--- config.mk ---
export PLATFORM = sky130hd
export DESIGN_NAME = sweep_scan_detector_flat
export DESIGN_NICKNAME = d
export VERILOG_FILES = /design/src/design/ssd_pkg.sv /design/src/design/ssd_in_if.sv /design/src/design/ssd_out_if.sv /design/src/design/sweep_scan_detector.sv /design/src/design/ssd_cfg_regs.sv /design/src/design/ssd_core.sv /design/src/flat_wrapper.sv
export SDC_FILE = /design/constraint.sdc
export NUM_CORES = 1
export LEC_CHECK = 0
export BUFFER_PORTS_ARGS = -buffer_cell sky130_fd_sc_hd__buf_4
export CAP_MARGIN = 5
export CORE_ASPECT_RATIO = 0.75
export CORE_MARGIN = 2
export CORE_UTILIZATION = 55
export CTS_CLUSTER_SIZE = 30
export DETAILED_ROUTE_END_ITERATION = 16
export PLACE_DENSITY = 0.75
export SLEW_MARGIN = 30
export SYNTH_ARGS = -nofsm -noshare
export SYNTH_HDL_FRONTEND = slang
export SYNTH_SLANG_ARGS = --single-unit
--- constraint.sdc ---
create_clock -name i_clk -period 18.6 [get_ports i_clk]
set_clock_uncertainty 0.15 [all_clocks]
set_input_delay 0 -clock i_clk [delete_from_list [all_inputs] [get_ports i_clk]]
set_output_delay 0 -clock i_clk [all_outputs]
set_load 0.1 [all_outputs]
--- src/design/ssd_pkg.sv ---
// ----------------------------------------------------------------------------
// Sweep scan detector package
// Shared widths, register indexes, status codes and payload structs.
// ----------------------------------------------------------------------------
package ssd_pkg;

    localparam int ANGLE_W  = 9;
    localparam int STEP_W   = 8;
    localparam int DIST_W   = 10;
    localparam int COUNT_W  = 16;
    localparam int CFG_IDX_W  = 3;
    localparam int CFG_DATA_W = 10;

    // register reset values
    localparam logic [ANGLE_W-1:0] SWEEP_LO_RST     = 9'd0;
    localparam logic [ANGLE_W-1:0] SWEEP_HI_RST     = 9'd180;
    localparam logic [ANGLE_W-1:0] CENTER_ANGLE_RST = 9'd90;
    localparam logic [STEP_W-1:0]  STEP_DEG_RST     = 8'd10;
    localparam logic [DIST_W-1:0]  DETECT_MIN_RST   = 10'd2;
    localparam logic [DIST_W-1:0]  DETECT_MAX_RST   = 10'd50;
    localparam logic [DIST_W-1:0]  NEAR_RST         = 10'd15;

    typedef enum logic [CFG_IDX_W-1:0] {
        CFG_SWEEP_LO     = 3'd0,
        CFG_SWEEP_HI     = 3'd1,
        CFG_CENTER_ANGLE = 3'd2,
        CFG_STEP_DEG     = 3'd3,
        CFG_DETECT_MIN   = 3'd4,
        CFG_DETECT_MAX   = 3'd5,
        CFG_NEAR         = 3'd6
    } t_cfg_idx;

    typedef enum logic [1:0] {
        ST_SCAN   = 2'd0,
        ST_DETECT = 2'd1,
        ST_ALERT  = 2'd2
    } t_scan_status;

    typedef struct packed {
        logic [ANGLE_W-1:0] sweep_lo;
        logic [ANGLE_W-1:0] sweep_hi;
        logic [ANGLE_W-1:0] center_angle;
        logic [STEP_W-1:0]  step_deg;
        logic [DIST_W-1:0]  detect_min_cm;
        logic [DIST_W-1:0]  detect_max_cm;
        logic [DIST_W-1:0]  near_cm;
    } t_cfg;

    typedef struct packed {
        logic              enabled;
        logic [DIST_W-1:0] range_cm;
        logic              range_ok;
    } t_item;

    typedef struct packed {
        logic [ANGLE_W-1:0] meas_angle;
        logic [DIST_W-1:0]  distance_out;
        logic               distance_ok;
        logic               object_seen;
        logic               near_alarm;
        t_scan_status       scan_status;
        logic [COUNT_W-1:0] objects_counted;
        logic [DIST_W-1:0]  last_hit_cm;
        logic [ANGLE_W-1:0] last_hit_angle;
        logic               scan_lamp;
        logic               buzzer;
        logic               alert_lamp;
    } t_result;

endpackage

--- src/design/ssd_in_if.sv ---
// ----------------------------------------------------------------------------
// Sweep scan detector input channel
// Valid/ready channel carrying one range measurement or stop request.
// ----------------------------------------------------------------------------
interface ssd_in_if;
    import ssd_pkg::*;

    logic              valid;
    logic              ready;
    logic              enabled;
    logic [DIST_W-1:0] range_cm;
    logic              range_ok;

    modport source (output valid, enabled, range_cm, range_ok, input ready);
    modport sink   (input valid, enabled, range_cm, range_ok, output ready);
endinterface

--- src/design/ssd_out_if.sv ---
// ----------------------------------------------------------------------------
// Sweep scan detector result channel
// Valid/ready channel carrying one classified measurement result.
// ----------------------------------------------------------------------------
interface ssd_out_if;
    import ssd_pkg::*;

    logic               valid;
    logic               ready;
    logic [ANGLE_W-1:0] meas_angle;
    logic [DIST_W-1:0]  distance_out;
    logic               distance_ok;
    logic               object_seen;
    logic               near_alarm;
    logic [1:0]         scan_status;
    logic [COUNT_W-1:0] objects_counted;
    logic [DIST_W-1:0]  last_hit_cm;
    logic [ANGLE_W-1:0] last_hit_angle;
    logic               scan_lamp;
    logic               buzzer;
    logic               alert_lamp;

    modport source (
        output valid, meas_angle, distance_out, distance_ok, object_seen, near_alarm,
               scan_status, objects_counted, last_hit_cm, last_hit_angle,
               scan_lamp, buzzer, alert_lamp,
        input  ready
    );
    modport sink (
        input  valid, meas_angle, distance_out, distance_ok, object_seen, near_alarm,
               scan_status, objects_counted, last_hit_cm, last_hit_angle,
               scan_lamp, buzzer, alert_lamp,
        output ready
    );
endinterface

--- src/design/sweep_scan_detector.sv ---
// ----------------------------------------------------------------------------
// Sweep scan detector
// Range classification, hit tracking and ping-pong sweep sequencing.
// ----------------------------------------------------------------------------
// Usage: the block takes one measurement per clock while the output is not
// stalled and returns one result per measurement, in order. A transfer on
// the input lands in an input register; once the result register is free or
// being taken, the core classifies the held item, updates the hit count, last
// hit, scan lamp and sweep angle, and loads the result register. Throughput
// is one item per cycle while the consumer keeps taking results. The input
// register keeps accepting while a finished result waits on the output, so
// a stalled consumer only blocks the input once both registers are full.
// Write configuration only while no item is in flight; a register change
// does not move the sweep until the next stop or out-of-window correction.
// ----------------------------------------------------------------------------
module sweep_scan_detector (
    input  logic                            i_clk,
    input  logic                            i_rst_n,
    input  logic                            i_cfg_we,
    input  logic [ssd_pkg::CFG_IDX_W-1:0]   i_cfg_idx,
    input  logic [ssd_pkg::CFG_DATA_W-1:0]  i_cfg_data,
    ssd_in_if.sink                          i_in,
    ssd_out_if.source                       o_out
);
    import ssd_pkg::*;

    t_cfg    cfg;
    t_item   in_item;
    t_result core_res;

    logic    r_in_valid;
    t_item   r_in_item;
    logic    r_out_valid;
    t_result r_out;
    logic    move;

    ssd_cfg_regs u_cfg (
        .i_clk      (i_clk),
        .i_rst_n    (i_rst_n),
        .i_cfg_we   (i_cfg_we),
        .i_cfg_idx  (i_cfg_idx),
        .i_cfg_data (i_cfg_data),
        .o_cfg      (cfg)
    );

    // advance the held item into the result register when that slot frees up
    assign move       = r_in_valid && (!r_out_valid || o_out.ready);
    assign i_in.ready = !r_in_valid || move;

    assign in_item.enabled  = i_in.enabled;
    assign in_item.range_cm = i_in.range_cm;
    assign in_item.range_ok = i_in.range_ok;

    ssd_core u_core (
        .i_clk    (i_clk),
        .i_rst_n  (i_rst_n),
        .i_cfg    (cfg),
        .i_step   (move),
        .i_item   (r_in_item),
        .o_result (core_res)
    );

    // input register: valid bit under reset, payload loads on transfer
    always_ff @(posedge i_clk) begin
        if (!i_rst_n) begin
            r_in_valid <= 1'b0;
        end else if (i_in.valid && i_in.ready) begin
            r_in_valid <= 1'b1;
        end else if (move) begin
            r_in_valid <= 1'b0;
        end
    end

    always_ff @(posedge i_clk) begin
        if (i_in.valid && i_in.ready) begin
            r_in_item <= in_item;
        end
    end

    // result register: hold until the consumer takes the transfer
    always_ff @(posedge i_clk) begin
        if (!i_rst_n) begin
            r_out_valid <= 1'b0;
        end else if (move) begin
            r_out_valid <= 1'b1;
        end else if (o_out.ready) begin
            r_out_valid <= 1'b0;
        end
    end

    always_ff @(posedge i_clk) begin
        if (move) begin
            r_out <= core_res;
        end
    end

    assign o_out.valid           = r_out_valid;
    assign o_out.meas_angle      = r_out.meas_angle;
    assign o_out.distance_out    = r_out.distance_out;
    assign o_out.distance_ok     = r_out.distance_ok;
    assign o_out.object_seen     = r_out.object_seen;
    assign o_out.near_alarm      = r_out.near_alarm;
    assign o_out.scan_status     = r_out.scan_status;
    assign o_out.objects_counted = r_out.objects_counted;
    assign o_out.last_hit_cm     = r_out.last_hit_cm;
    assign o_out.last_hit_angle  = r_out.last_hit_angle;
    assign o_out.scan_lamp       = r_out.scan_lamp;
    assign o_out.buzzer          = r_out.buzzer;
    assign o_out.alert_lamp      = r_out.alert_lamp;

    // a held item is never lost or overwritten while it waits
    a_in_hold: assert property (@(posedge i_clk) disable iff (!i_rst_n)
        r_in_valid && !move |=> r_in_valid && $stable(r_in_item))
        else $error("input register lost or changed a waiting item");

    // every item moved forward shows up as a valid result
    a_move_out: assert property (@(posedge i_clk) disable iff (!i_rst_n)
        move |=> r_out_valid)
        else $error("moved item did not reach the result register");

    // a near alarm is always a detected object with alert status
    a_near_alert: assert property (@(posedge i_clk) disable iff (!i_rst_n)
        r_out_valid && r_out.near_alarm |->
            r_out.object_seen && (r_out.scan_status == ST_ALERT))
        else $error("near alarm without detection or alert status");

    // a stop result sits at center with no detection and the lamp off
    a_stop_flags: assert property (@(posedge i_clk) disable iff (!i_rst_n)
        move && !r_in_item.enabled |->
            !core_res.object_seen && !core_res.scan_lamp
            && (core_res.meas_angle == cfg.center_angle))
        else $error("stop result reported a detection, lamp or off-center angle");
endmodule

--- src/design/ssd_cfg_regs.sv ---
// ----------------------------------------------------------------------------
// Sweep scan detector configuration registers
// Write-only register file holding sweep limits and distance thresholds.
// ----------------------------------------------------------------------------
module ssd_cfg_regs (
    input  logic                            i_clk,
    input  logic                            i_rst_n,
    input  logic                            i_cfg_we,
    input  logic [ssd_pkg::CFG_IDX_W-1:0]   i_cfg_idx,
    input  logic [ssd_pkg::CFG_DATA_W-1:0]  i_cfg_data,
    output ssd_pkg::t_cfg                   o_cfg
);
    import ssd_pkg::*;

    t_cfg r_cfg;
    t_cfg n_cfg;

    always_comb begin
        n_cfg = r_cfg;
        if (i_cfg_we) begin
            case (t_cfg_idx'(i_cfg_idx))
                CFG_SWEEP_LO:     n_cfg.sweep_lo      = i_cfg_data[ANGLE_W-1:0];
                CFG_SWEEP_HI:     n_cfg.sweep_hi      = i_cfg_data[ANGLE_W-1:0];
                CFG_CENTER_ANGLE: n_cfg.center_angle  = i_cfg_data[ANGLE_W-1:0];
                CFG_STEP_DEG:     n_cfg.step_deg      = i_cfg_data[STEP_W-1:0];
                CFG_DETECT_MIN:   n_cfg.detect_min_cm = i_cfg_data[DIST_W-1:0];
                CFG_DETECT_MAX:   n_cfg.detect_max_cm = i_cfg_data[DIST_W-1:0];
                CFG_NEAR:         n_cfg.near_cm       = i_cfg_data[DIST_W-1:0];
                default:          n_cfg = r_cfg;   // drop writes to unknown indexes
            endcase
        end
    end

    always_ff @(posedge i_clk) begin
        if (!i_rst_n) begin
            r_cfg.sweep_lo      <= SWEEP_LO_RST;
            r_cfg.sweep_hi      <= SWEEP_HI_RST;
            r_cfg.center_angle  <= CENTER_ANGLE_RST;
            r_cfg.step_deg      <= STEP_DEG_RST;
            r_cfg.detect_min_cm <= DETECT_MIN_RST;
            r_cfg.detect_max_cm <= DETECT_MAX_RST;
            r_cfg.near_cm       <= NEAR_RST;
        end else begin
            r_cfg <= n_cfg;
        end
    end

    assign o_cfg = r_cfg;
endmodule

--- src/design/ssd_core.sv ---
// ----------------------------------------------------------------------------
// Sweep scan detector core
// Classifies one measurement, updates hit tracking and advances the sweep.
// ----------------------------------------------------------------------------
module ssd_core (
    input  logic             i_clk,
    input  logic             i_rst_n,
    input  ssd_pkg::t_cfg    i_cfg,
    input  logic             i_step,
    input  ssd_pkg::t_item   i_item,
    output ssd_pkg::t_result o_result
);
    import ssd_pkg::*;

    logic [ANGLE_W-1:0] r_sweep, n_sweep;
    logic               r_up, n_up;
    logic               r_was_det, n_was_det;
    logic               r_lamp, n_lamp;
    logic [COUNT_W-1:0] r_count, n_count;
    logic [DIST_W-1:0]  r_hit_cm, n_hit_cm;
    logic [ANGLE_W-1:0] r_hit_ang, n_hit_ang;

    logic               out_win;
    logic [ANGLE_W-1:0] cur_angle;
    logic               cur_up;
    logic [DIST_W-1:0]  meas_cm;
    logic               seen;
    logic               near_f;
    logic [ANGLE_W:0]   up_sum;
    logic [ANGLE_W:0]   dn_lim;

    always_comb begin
        // pull an out-of-window angle back to center, sweeping up
        out_win   = (r_sweep < i_cfg.sweep_lo) || (r_sweep > i_cfg.sweep_hi);
        cur_angle = out_win ? i_cfg.center_angle : r_sweep;
        cur_up    = out_win ? 1'b1 : r_up;

        meas_cm = i_item.range_ok ? i_item.range_cm : '0;
        seen    = i_item.range_ok && (i_item.range_cm >= i_cfg.detect_min_cm)
                  && (i_item.range_cm <= i_cfg.detect_max_cm);
        near_f  = seen && (i_item.range_cm <= i_cfg.near_cm);

        up_sum = {1'b0, cur_angle} + {{(ANGLE_W+1-STEP_W){1'b0}}, i_cfg.step_deg};
        dn_lim = {1'b0, i_cfg.sweep_lo} + {{(ANGLE_W+1-STEP_W){1'b0}}, i_cfg.step_deg};

        n_sweep   = r_sweep;
        n_up      = r_up;
        n_was_det = r_was_det;
        n_lamp    = r_lamp;
        n_count   = r_count;
        n_hit_cm  = r_hit_cm;
        n_hit_ang = r_hit_ang;

        o_result                 = '0;
        o_result.objects_counted = r_count;
        o_result.last_hit_cm     = r_hit_cm;
        o_result.last_hit_angle  = r_hit_ang;
        o_result.scan_status     = ST_SCAN;

        if (!i_item.enabled) begin
            // stop: report held hit data, return sweep to center
            o_result.meas_angle = i_cfg.center_angle;
            n_sweep   = i_cfg.center_angle;
            n_up      = 1'b1;
            n_was_det = 1'b0;
        end else begin
            if (seen && !r_was_det) begin
                n_count = r_count + 1'b1;
            end
            if (seen) begin
                n_hit_cm  = meas_cm;
                n_hit_ang = cur_angle;
            end
            n_was_det = seen;
            n_lamp    = !r_lamp;

            if (cur_up) begin
                if (up_sum >= {1'b0, i_cfg.sweep_hi}) begin
                    n_sweep = i_cfg.sweep_hi;
                    n_up    = 1'b0;
                end else begin
                    n_sweep = up_sum[ANGLE_W-1:0];
                    n_up    = 1'b1;
                end
            end else begin
                if (dn_lim >= {1'b0, cur_angle}) begin
                    n_sweep = i_cfg.sweep_lo;
                    n_up    = 1'b1;
                end else begin
                    n_sweep = cur_angle - {{(ANGLE_W-STEP_W){1'b0}}, i_cfg.step_deg};
                    n_up    = 1'b0;
                end
            end

            o_result.meas_angle      = cur_angle;
            o_result.distance_out    = meas_cm;
            o_result.distance_ok     = i_item.range_ok;
            o_result.object_seen     = seen;
            o_result.near_alarm      = near_f;
            o_result.scan_status     = near_f ? ST_ALERT : (seen ? ST_DETECT : ST_SCAN);
            o_result.objects_counted = n_count;
            o_result.last_hit_cm     = n_hit_cm;
            o_result.last_hit_angle  = n_hit_ang;
            o_result.scan_lamp       = n_lamp;
            o_result.buzzer          = near_f;
            o_result.alert_lamp      = seen;
        end
    end

    always_ff @(posedge i_clk) begin
        if (!i_rst_n) begin
            r_sweep   <= CENTER_ANGLE_RST;
            r_up      <= 1'b1;
            r_was_det <= 1'b0;
            r_lamp    <= 1'b0;
            r_count   <= '0;
            r_hit_cm  <= '0;
            r_hit_ang <= '0;
        end else if (i_step) begin
            r_sweep   <= n_sweep;
            r_up      <= n_up;
            r_was_det <= n_was_det;
            r_lamp    <= n_lamp;
            r_count   <= n_count;
            r_hit_cm  <= n_hit_cm;
            r_hit_ang <= n_hit_ang;
        end
    end
endmodule
--- src/flat_wrapper.sv ---
// flat-port wrapper written by rule: the top's interface ports become plain ports
module sweep_scan_detector_flat import ssd_pkg::*;
  (i_clk, i_rst_n, i_cfg_we, i_cfg_idx, i_cfg_data, i_in_valid, i_in_enabled, i_in_range_cm, i_in_range_ok, i_in_ready, o_out_valid, o_out_meas_angle, o_out_distance_out, o_out_distance_ok, o_out_object_seen, o_out_near_alarm, o_out_scan_status, o_out_objects_counted, o_out_last_hit_cm, o_out_last_hit_angle, o_out_scan_lamp, o_out_buzzer, o_out_alert_lamp, o_out_ready);
  ssd_in_if i_in_i ();
  ssd_out_if o_out_i ();
  input  logic i_clk;
  input  logic i_rst_n;
  input  logic i_cfg_we;
  input  logic [ssd_pkg::CFG_IDX_W-1:0] i_cfg_idx;
  input  logic [ssd_pkg::CFG_DATA_W-1:0] i_cfg_data;
  input wire logic [$bits(i_in_i.valid)-1:0] i_in_valid;
  input wire logic [$bits(i_in_i.enabled)-1:0] i_in_enabled;
  input wire logic [$bits(i_in_i.range_cm)-1:0] i_in_range_cm;
  input wire logic [$bits(i_in_i.range_ok)-1:0] i_in_range_ok;
  output wire logic [$bits(i_in_i.ready)-1:0] i_in_ready;
  output wire logic [$bits(o_out_i.valid)-1:0] o_out_valid;
  output wire logic [$bits(o_out_i.meas_angle)-1:0] o_out_meas_angle;
  output wire logic [$bits(o_out_i.distance_out)-1:0] o_out_distance_out;
  output wire logic [$bits(o_out_i.distance_ok)-1:0] o_out_distance_ok;
  output wire logic [$bits(o_out_i.object_seen)-1:0] o_out_object_seen;
  output wire logic [$bits(o_out_i.near_alarm)-1:0] o_out_near_alarm;
  output wire logic [$bits(o_out_i.scan_status)-1:0] o_out_scan_status;
  output wire logic [$bits(o_out_i.objects_counted)-1:0] o_out_objects_counted;
  output wire logic [$bits(o_out_i.last_hit_cm)-1:0] o_out_last_hit_cm;
  output wire logic [$bits(o_out_i.last_hit_angle)-1:0] o_out_last_hit_angle;
  output wire logic [$bits(o_out_i.scan_lamp)-1:0] o_out_scan_lamp;
  output wire logic [$bits(o_out_i.buzzer)-1:0] o_out_buzzer;
  output wire logic [$bits(o_out_i.alert_lamp)-1:0] o_out_alert_lamp;
  input wire logic [$bits(o_out_i.ready)-1:0] o_out_ready;
  assign i_in_i.valid = i_in_valid;
  assign i_in_i.enabled = i_in_enabled;
  assign i_in_i.range_cm = i_in_range_cm;
  assign i_in_i.range_ok = i_in_range_ok;
  assign i_in_ready = i_in_i.ready;
  assign o_out_valid = o_out_i.valid;
  assign o_out_meas_angle = o_out_i.meas_angle;
  assign o_out_distance_out = o_out_i.distance_out;
  assign o_out_distance_ok = o_out_i.distance_ok;
  assign o_out_object_seen = o_out_i.object_seen;
  assign o_out_near_alarm = o_out_i.near_alarm;
  assign o_out_scan_status = o_out_i.scan_status;
  assign o_out_objects_counted = o_out_i.objects_counted;
  assign o_out_last_hit_cm = o_out_i.last_hit_cm;
  assign o_out_last_hit_angle = o_out_i.last_hit_angle;
  assign o_out_scan_lamp = o_out_i.scan_lamp;
  assign o_out_buzzer = o_out_i.buzzer;
  assign o_out_alert_lamp = o_out_i.alert_lamp;
  assign o_out_i.ready = o_out_ready;
  sweep_scan_detector u_core (.i_clk(i_clk), .i_rst_n(i_rst_n), .i_cfg_we(i_cfg_we), .i_cfg_idx(i_cfg_idx), .i_cfg_data(i_cfg_data), .i_in(i_in_i), .o_out(o_out_i));
endmodule
==> results of run 1 <==
per-stage QoR:
| step | util [%] | cells | worst slack [ps] | total power, W |
|---|---|---|---|---|
| floorplan | - | 1134 | 12550 | 0.000615 |
| CTS | 65.7 | 1504 | 11640 | 0.00103 |
| finish | 65.7 | 1504 | 11580 | 0.00103 |
| detailed placement | 60.7 | 1437 | 11660 | 0.000671 |
| global route | 65.7 | 1504 | 11250 | 0.00107 |
| global placement | 60.7 | 1437 | 11900 | 0.000670 |
final cells by class:
cell class	instances	area share, %
inverters	91	2.83
multi-input cells	814	44.3
clock inverters	14	1.04
repair buffers	135	9.10
clock buffers	18	3.72
well taps	247	2.55
flip-flops and latches	185	36.5
Yosys cell counts (all sizes together) (7+ instances only):
cell type  instances
nand2            174
dfxtp            114
a21oi            101
ha                90
inv               90
nor2              87
edfxtp            71
o21ai             34
nand3             33
clkbuf            30
mux2i             27
xnor2             27
nor3              23
o211ai            20
and3              18
a21o              16
a211oi            15
xor2              15
buf               14
nand2b            13
mux2              12
nor2b             12
nand4              9
o21a               7
power by group:
group          internal (W)  total (W)  switching [W]
clock              0.000185   0.000358       0.000173
sequential         0.000435   0.000447      0.0000119
combinational     0.0000743   0.000225       0.000151
total              0.000694    0.00103       0.000336
placed cells by master, fill, tap and decap left out, types with 9 or more instances in the layout:
cell / netlist / layout
edfxtp_1: 71 / 71
nor2b_1: 12 / 12
o211ai_1: 20 / 20
buf_4: 3 / 100
and3_1: 18 / 18
a211oi_1: 15 / 15
nand3_1: 33 / 33
a21oi_1: 100 / 100
nor3_1: 22 / 19
nor2_1: 86 / 85
mux2_2: 11 / 11
a21o_1: 16 / 16
mux2i_1: 27 / 27
dfxtp_1: 114 / 114
nand2_1: 174 / 174
nand4_1: 9 / 9
clkbuf_16: 0 / 18
xor2_1: 15 / 15
xnor2_1: 26 / 26
o21ai_0: 31 / 31
inv_1: 88 / 87
dlygate4sd3_1: 0 / 35
nand2b_1: 13 / 13
ha_1: 90 / 90
routing by layer:
metal	vias to the layer above	global-route usage (%)	part of all wire (%)
li1	4196	-	-
met1	4019	42.7	48
met2	343	42.6	42
met3	39	6.08	8.9
met4	2	6.58	1.2
met5	-	0	0.046
state kept, by name, indices dropped and copies added (netlist names), 10 cells and up:
| name | count |
|---|---|
| u_core.r_in_item | 12 |
| u_core.u_core.r_hit_cm | 10 |
| u_core.u_cfg.o_cfg | 65 |
| u_core.o_out.last_hit_cm | 10 |
| u_core.o_out.objects_counted | 16 |
| u_core.o_out.distance_out | 10 |
| u_core.u_core.r_count | 16 |
logic make-up (layout without fill, tap and decap cells):
group                      after synthesis  after routing  synth area share [%]
and+or+nand+nor                        402            402                  18.0
AOI/OAI and AO/OA                      238            238                  14.8
xor gates and xnor gates                42             42                  3.65
buffers and inverters                  135            258                  5.28
adders and majority gates               93             93                  11.5
DFF                                    185            185                  42.9
muxes                                   39             39                  3.94
worst paths after layout:
kind | from | endpoint | slack, ps | depth (start not counted)
max | u_core.u_cfg.o_cfg[64] | u_core.u_core.r_sweep[7] | 11580 | 25
min | i_in_range_cm[7] | u_core.r_in_item[8] | 130 | 2
max reg2reg | u_core.u_cfg.o_cfg[64] | u_core.u_core.r_sweep[7] | 11580 | 25
min reg2reg | u_core.u_cfg.o_cfg[19] | u_core.u_cfg.o_cfg[19] | 300 | 2
==> impl_metrics.toml, run 1 <==
[outcome]
outcome = "complete, no violations"

[floorplanning]
die_width_um = 162
start_util_pct = 55.9
die_h_um = 122
core_region_area_um2 = 18400
dieArea_um2 = 19800
ios = 94
num_rows = 43

[timing]
rsz0062_at_grt = "no"
max_freq_ghz = 0.142
hold_ws_ps = 127
period_share_pct = 37.8
slew_headroom_pct = 37.6
setup_viol = 0
setup_tns_ps = 0
slew_viol_final = 0
fin_crit_ps = 7020
worst_slew_pin_slew_ps = 936
finalHoldViolations = 0

[worst_setup_path]
cp-end-kind = "register"
cp.arrival_ps = 7240
cp_max_fo = 12
start_kind = "register"
cpPeakStageDelay_ps = 500
crit_required_ps = 18820
cp_num_buf_inv = 3
path_class = "register to register"
cp_top_family = "compound AO/OA/AOI/OAI gates"
slowest_stage = "a311o_1"

[drt]
dr.pass1.iters = 8
antenna_left = 0
wl_um = 28000
vias_per_cell = 5.72
vias = 8599
detail_route.wl_per_cell_um = 18.6
drt_first_iter_violations = 739
post-route-drc-count = 0

[clocking]
cts_sinks = 185
clock-root-buffer = "clkbuf_16"
cts_buffers = 17
cts_setup_buffers = 0
hold_buffers = 35
htree_levels = 4
ctsLongestPathBuffers = 2
cts_resized = 0
clock_insertion_delay_worst_skew_ps = 440
clk_transition_reported_paths_ps = 80
cts_tree = "yes"

[power]
p_leak_nw = 4.83
worst_ir_drop_vdd_mv = 0.0554
powerDensity_nw_per_um2 = 85.2

[finish]
num-fill-cells = 1542
syn_to_final_growth_pct = 17.5
register_area_um2 = 4410
diodes = 0
fin_area_um2 = 12100
drive_gt1_share_pct = 13.4
multi_input_area_um2 = 5350
final_nets = 1367

[synthesis]
synth_edf_count = 71
synth_top_area_share_pct = 22.2
syn_inst = 1134
synth_area_per_cell_um2 = 9.08
synth.distinct_cells = 74
ys_seq_elements = 185
synthArstFlopShare_pct = 0
synthTopCellsByArea = "dfxtp_1 (22%), edfxtp_1 (21%), ha_1 (11%)"
synthesis.area_um2 = 10300
synth_top_area_cell = "dfxtp_1"
synth_ff_type = "dfxtp_1"
ys_seq_area_share_pct = 42.9
ys_warn_count = 0
synth_nets = 1257

[place]
placed_cell_area_um2 = 11200
hpwl_um = 20100
io_buffers = 93
place_congestion = 0.915

[grt]
gr-total-overflow = 0
gr-usage-all-layers_pct = 28.6
grt_max_degree = 82
grt_pass1_wl_um = 43200
antenna_found_initial = 1
grt_pass1_vias = 7907

[run]
maxCapViolations = 0

[min_path]
min_path_type = "input port to register"
(Power assumes the default switching activity.)
==> run 2: changes to the inputs <==
CORE_UTILIZATION = 54   (was 55)
PLACE_DENSITY = 0.76   (was 0.75)
clock period = 6.4 ns   (was 18.6 ns; I/O delays follow)
==> impl_metrics.toml, run 2 (synthesized netlist as in run 1, its figures left out) <==
[outcome]
outcome = "complete, no violations"

[run]
maxCapViolations = 0

[place]
hpwl_um = 20500
io_buffers = 93
place_congestion = 0.939

[power]
combPwrFrac_pct = 23.3
p_leak_nw = 4.91
p_int_w = 0.00202
p_seq_share_pct = 43.7
powerDensity_nw_per_um2 = 243
p_sw_share_pct = 32.1
power.total_w = 0.00297
clkPwrFrac_pct = 33.1
worst_ir_drop_vdd_mv = 0.174
switchingPower_w = 0.000956

[grt]
grt_max_degree = 68
gr-total-overflow = 0
antenna_found_initial = 0
gr-usage-all-layers_pct = 28.8
grt_pass1_vias = 7952
grt_pass1_wl_um = 43900

[worst_setup_path]
slowest_stage = "dfxtp_2"
cp-end-kind = "register"
cpMostUsedCell = "ha_1"
cp_top_family = "compound AO/OA/AOI/OAI gates"
crit_required_ps = 6610
cpPeakStageDelay_ps = 440
cp_num_buf_inv = 4
start_kind = "register"
cp.arrival_ps = 6170
path_class = "register to register"
cp_max_fo = 8

[drt]
post-route-drc-count = 0
antenna_left = 0
drt_first_iter_violations = 839
wl_um = 28300
detail_route.wl_per_cell_um = 18.6
dr.pass1.iters = 7
vias = 8787
vias_per_cell = 5.77

[clocking]
cts_sinks = 185
cts_tree = "yes"
clock_insertion_delay_worst_skew_ps = 430
clk_transition_reported_paths_ps = 70
htree_levels = 4
clock-root-buffer = "clkbuf_16"
cts_buffers = 17
ctsLongestPathBuffers = 2

[timing]
setup_tns_ps = 0
finalHoldViolations = 0
fin_crit_ps = 5960
period_share_pct = 93.1
setup_viol = 0
slew_headroom_pct = 32.5
rsz0062_at_grt = "no"
worst_slew_pin_slew_ps = 1010
slew_viol_final = 0
max_freq_ghz = 0.168

[floorplanning]
dieArea_um2 = 20200
core_region_area_um2 = 18600
num_rows = 43
ios = 94
die_h_um = 124
start_util_pct = 55.5
die_width_um = 163

[finish]
final_common_cell = "nand2_1"
syn_to_final_growth_pct = 18.7
num-fill-cells = 1549
final_nets = 1387
multi_input_area_um2 = 5370
register_area_um2 = 4420
diodes = 0
final_cell_mix = "nand2_1 (173), buf_4 (123), dfxtp_1 (113)"
drive_gt1_share_pct = 15.0
largest_reg_flops = 65

[min_path]
min_path_type = "input port to register"
run 2: cell types whose count changed in the layout (fill, tap and decap cells not counted), sizes merged:
cell / previous run / this run
buf: 100 / 123
clkbuf: 18 / 20
clkinv: 7 / 8
clkinvlp: 0 / 1
dlygate4sd3: 35 / 32
inv: 98 / 93
run 2: worst paths after layout:
path,slack [ps],startpoint,cells past startpoint,end
worst max-delay path,440,u_core.u_core.r_sweep[8],25,u_core.u_core.r_sweep[2]
worst min-delay path,10,i_cfg_we,4,u_core.u_cfg.o_cfg[0]
worst min register to register,310,u_core.u_cfg.o_cfg[5],2,u_core.u_cfg.o_cfg[5]
worst max register to register,440,u_core.u_core.r_sweep[8],25,u_core.u_core.r_sweep[2]
run 2: final cells by class:
class	instances	share of cell area, %
multi-input combinational	814	43.9
clock inverter	11	0.758
clock buffer	20	3.66
sequential	185	36.1
tap	247	2.53
inverter	91	2.81
timing repair buffer	155	10.2
run 2: layer usage:
metal / part of all wire (%) / GRT usage [%] / up-vias
met2: 42 / 42.6 / 363
met5: 0 / 0 / -
met4: 0.80 / 5.14 / 0
li1: - / - / 4243
met1: 48 / 44.6 / 4153
met3: 9.1 / 4.90 / 28
run 2: timing repair:
item | 4_1_cts | 5_1_grt
endpoints found under the hold margin | 91 | 0
hold buffers | 32 | 0
endpoints found under the setup margin | 0 | 10
buffers inserted | 0 | 2
resized for setup | 0 | 7
run 2: worst reg2reg max path, stage by stage (launching register included):
cell and delay (ps):
dfxtp_2 440, ha_1 300, a21oi_2 140, nand2_1 100
or4_4 440, o22a_2 230, nand2_2 180, a21oi_1 120
inv_1 100, ha_1 170, inv_1 60, fa_1 400
o21ba_2 240, o221a_2 260, a221oi_1 310, buf_4 180
nor2_1 30, a211oi_1 330, ha_1 320, a21oi_1 120
o21ai_0 110, a21o_1 210, a311o_2 410, buf_4 210
nand3b_1 160, a31oi_1 170
run 2: power groups by stage:
stage / clock (W) / sequential [W] / combinational [W]
global route: 0.00104 / 0.00130 / 0.000748
CTS: 0.000993 / 0.00130 / 0.000673
finish: 0.000984 / 0.00130 / 0.000692
global placement: 0 / 0.00132 / 0.000650
detailed placement: 0 / 0.00132 / 0.000653
floorplan: 0 / 0.00144 / 0.000349
run 2: stage by stage:
step	cells	utilization [%]	setup WS, ps	hold WS (ps)	instance area [um^2]
floorplan	1134	-	349	-51.1	10300
global placement	1457	60.9	278	28.5	11300
detailed placement	1458	61.0	146	29.3	11300
CTS	1521	65.6	107	3.27	12200
global route	1523	65.8	20.0	56.7	12200
finish	1523	65.8	443	14.4	12200
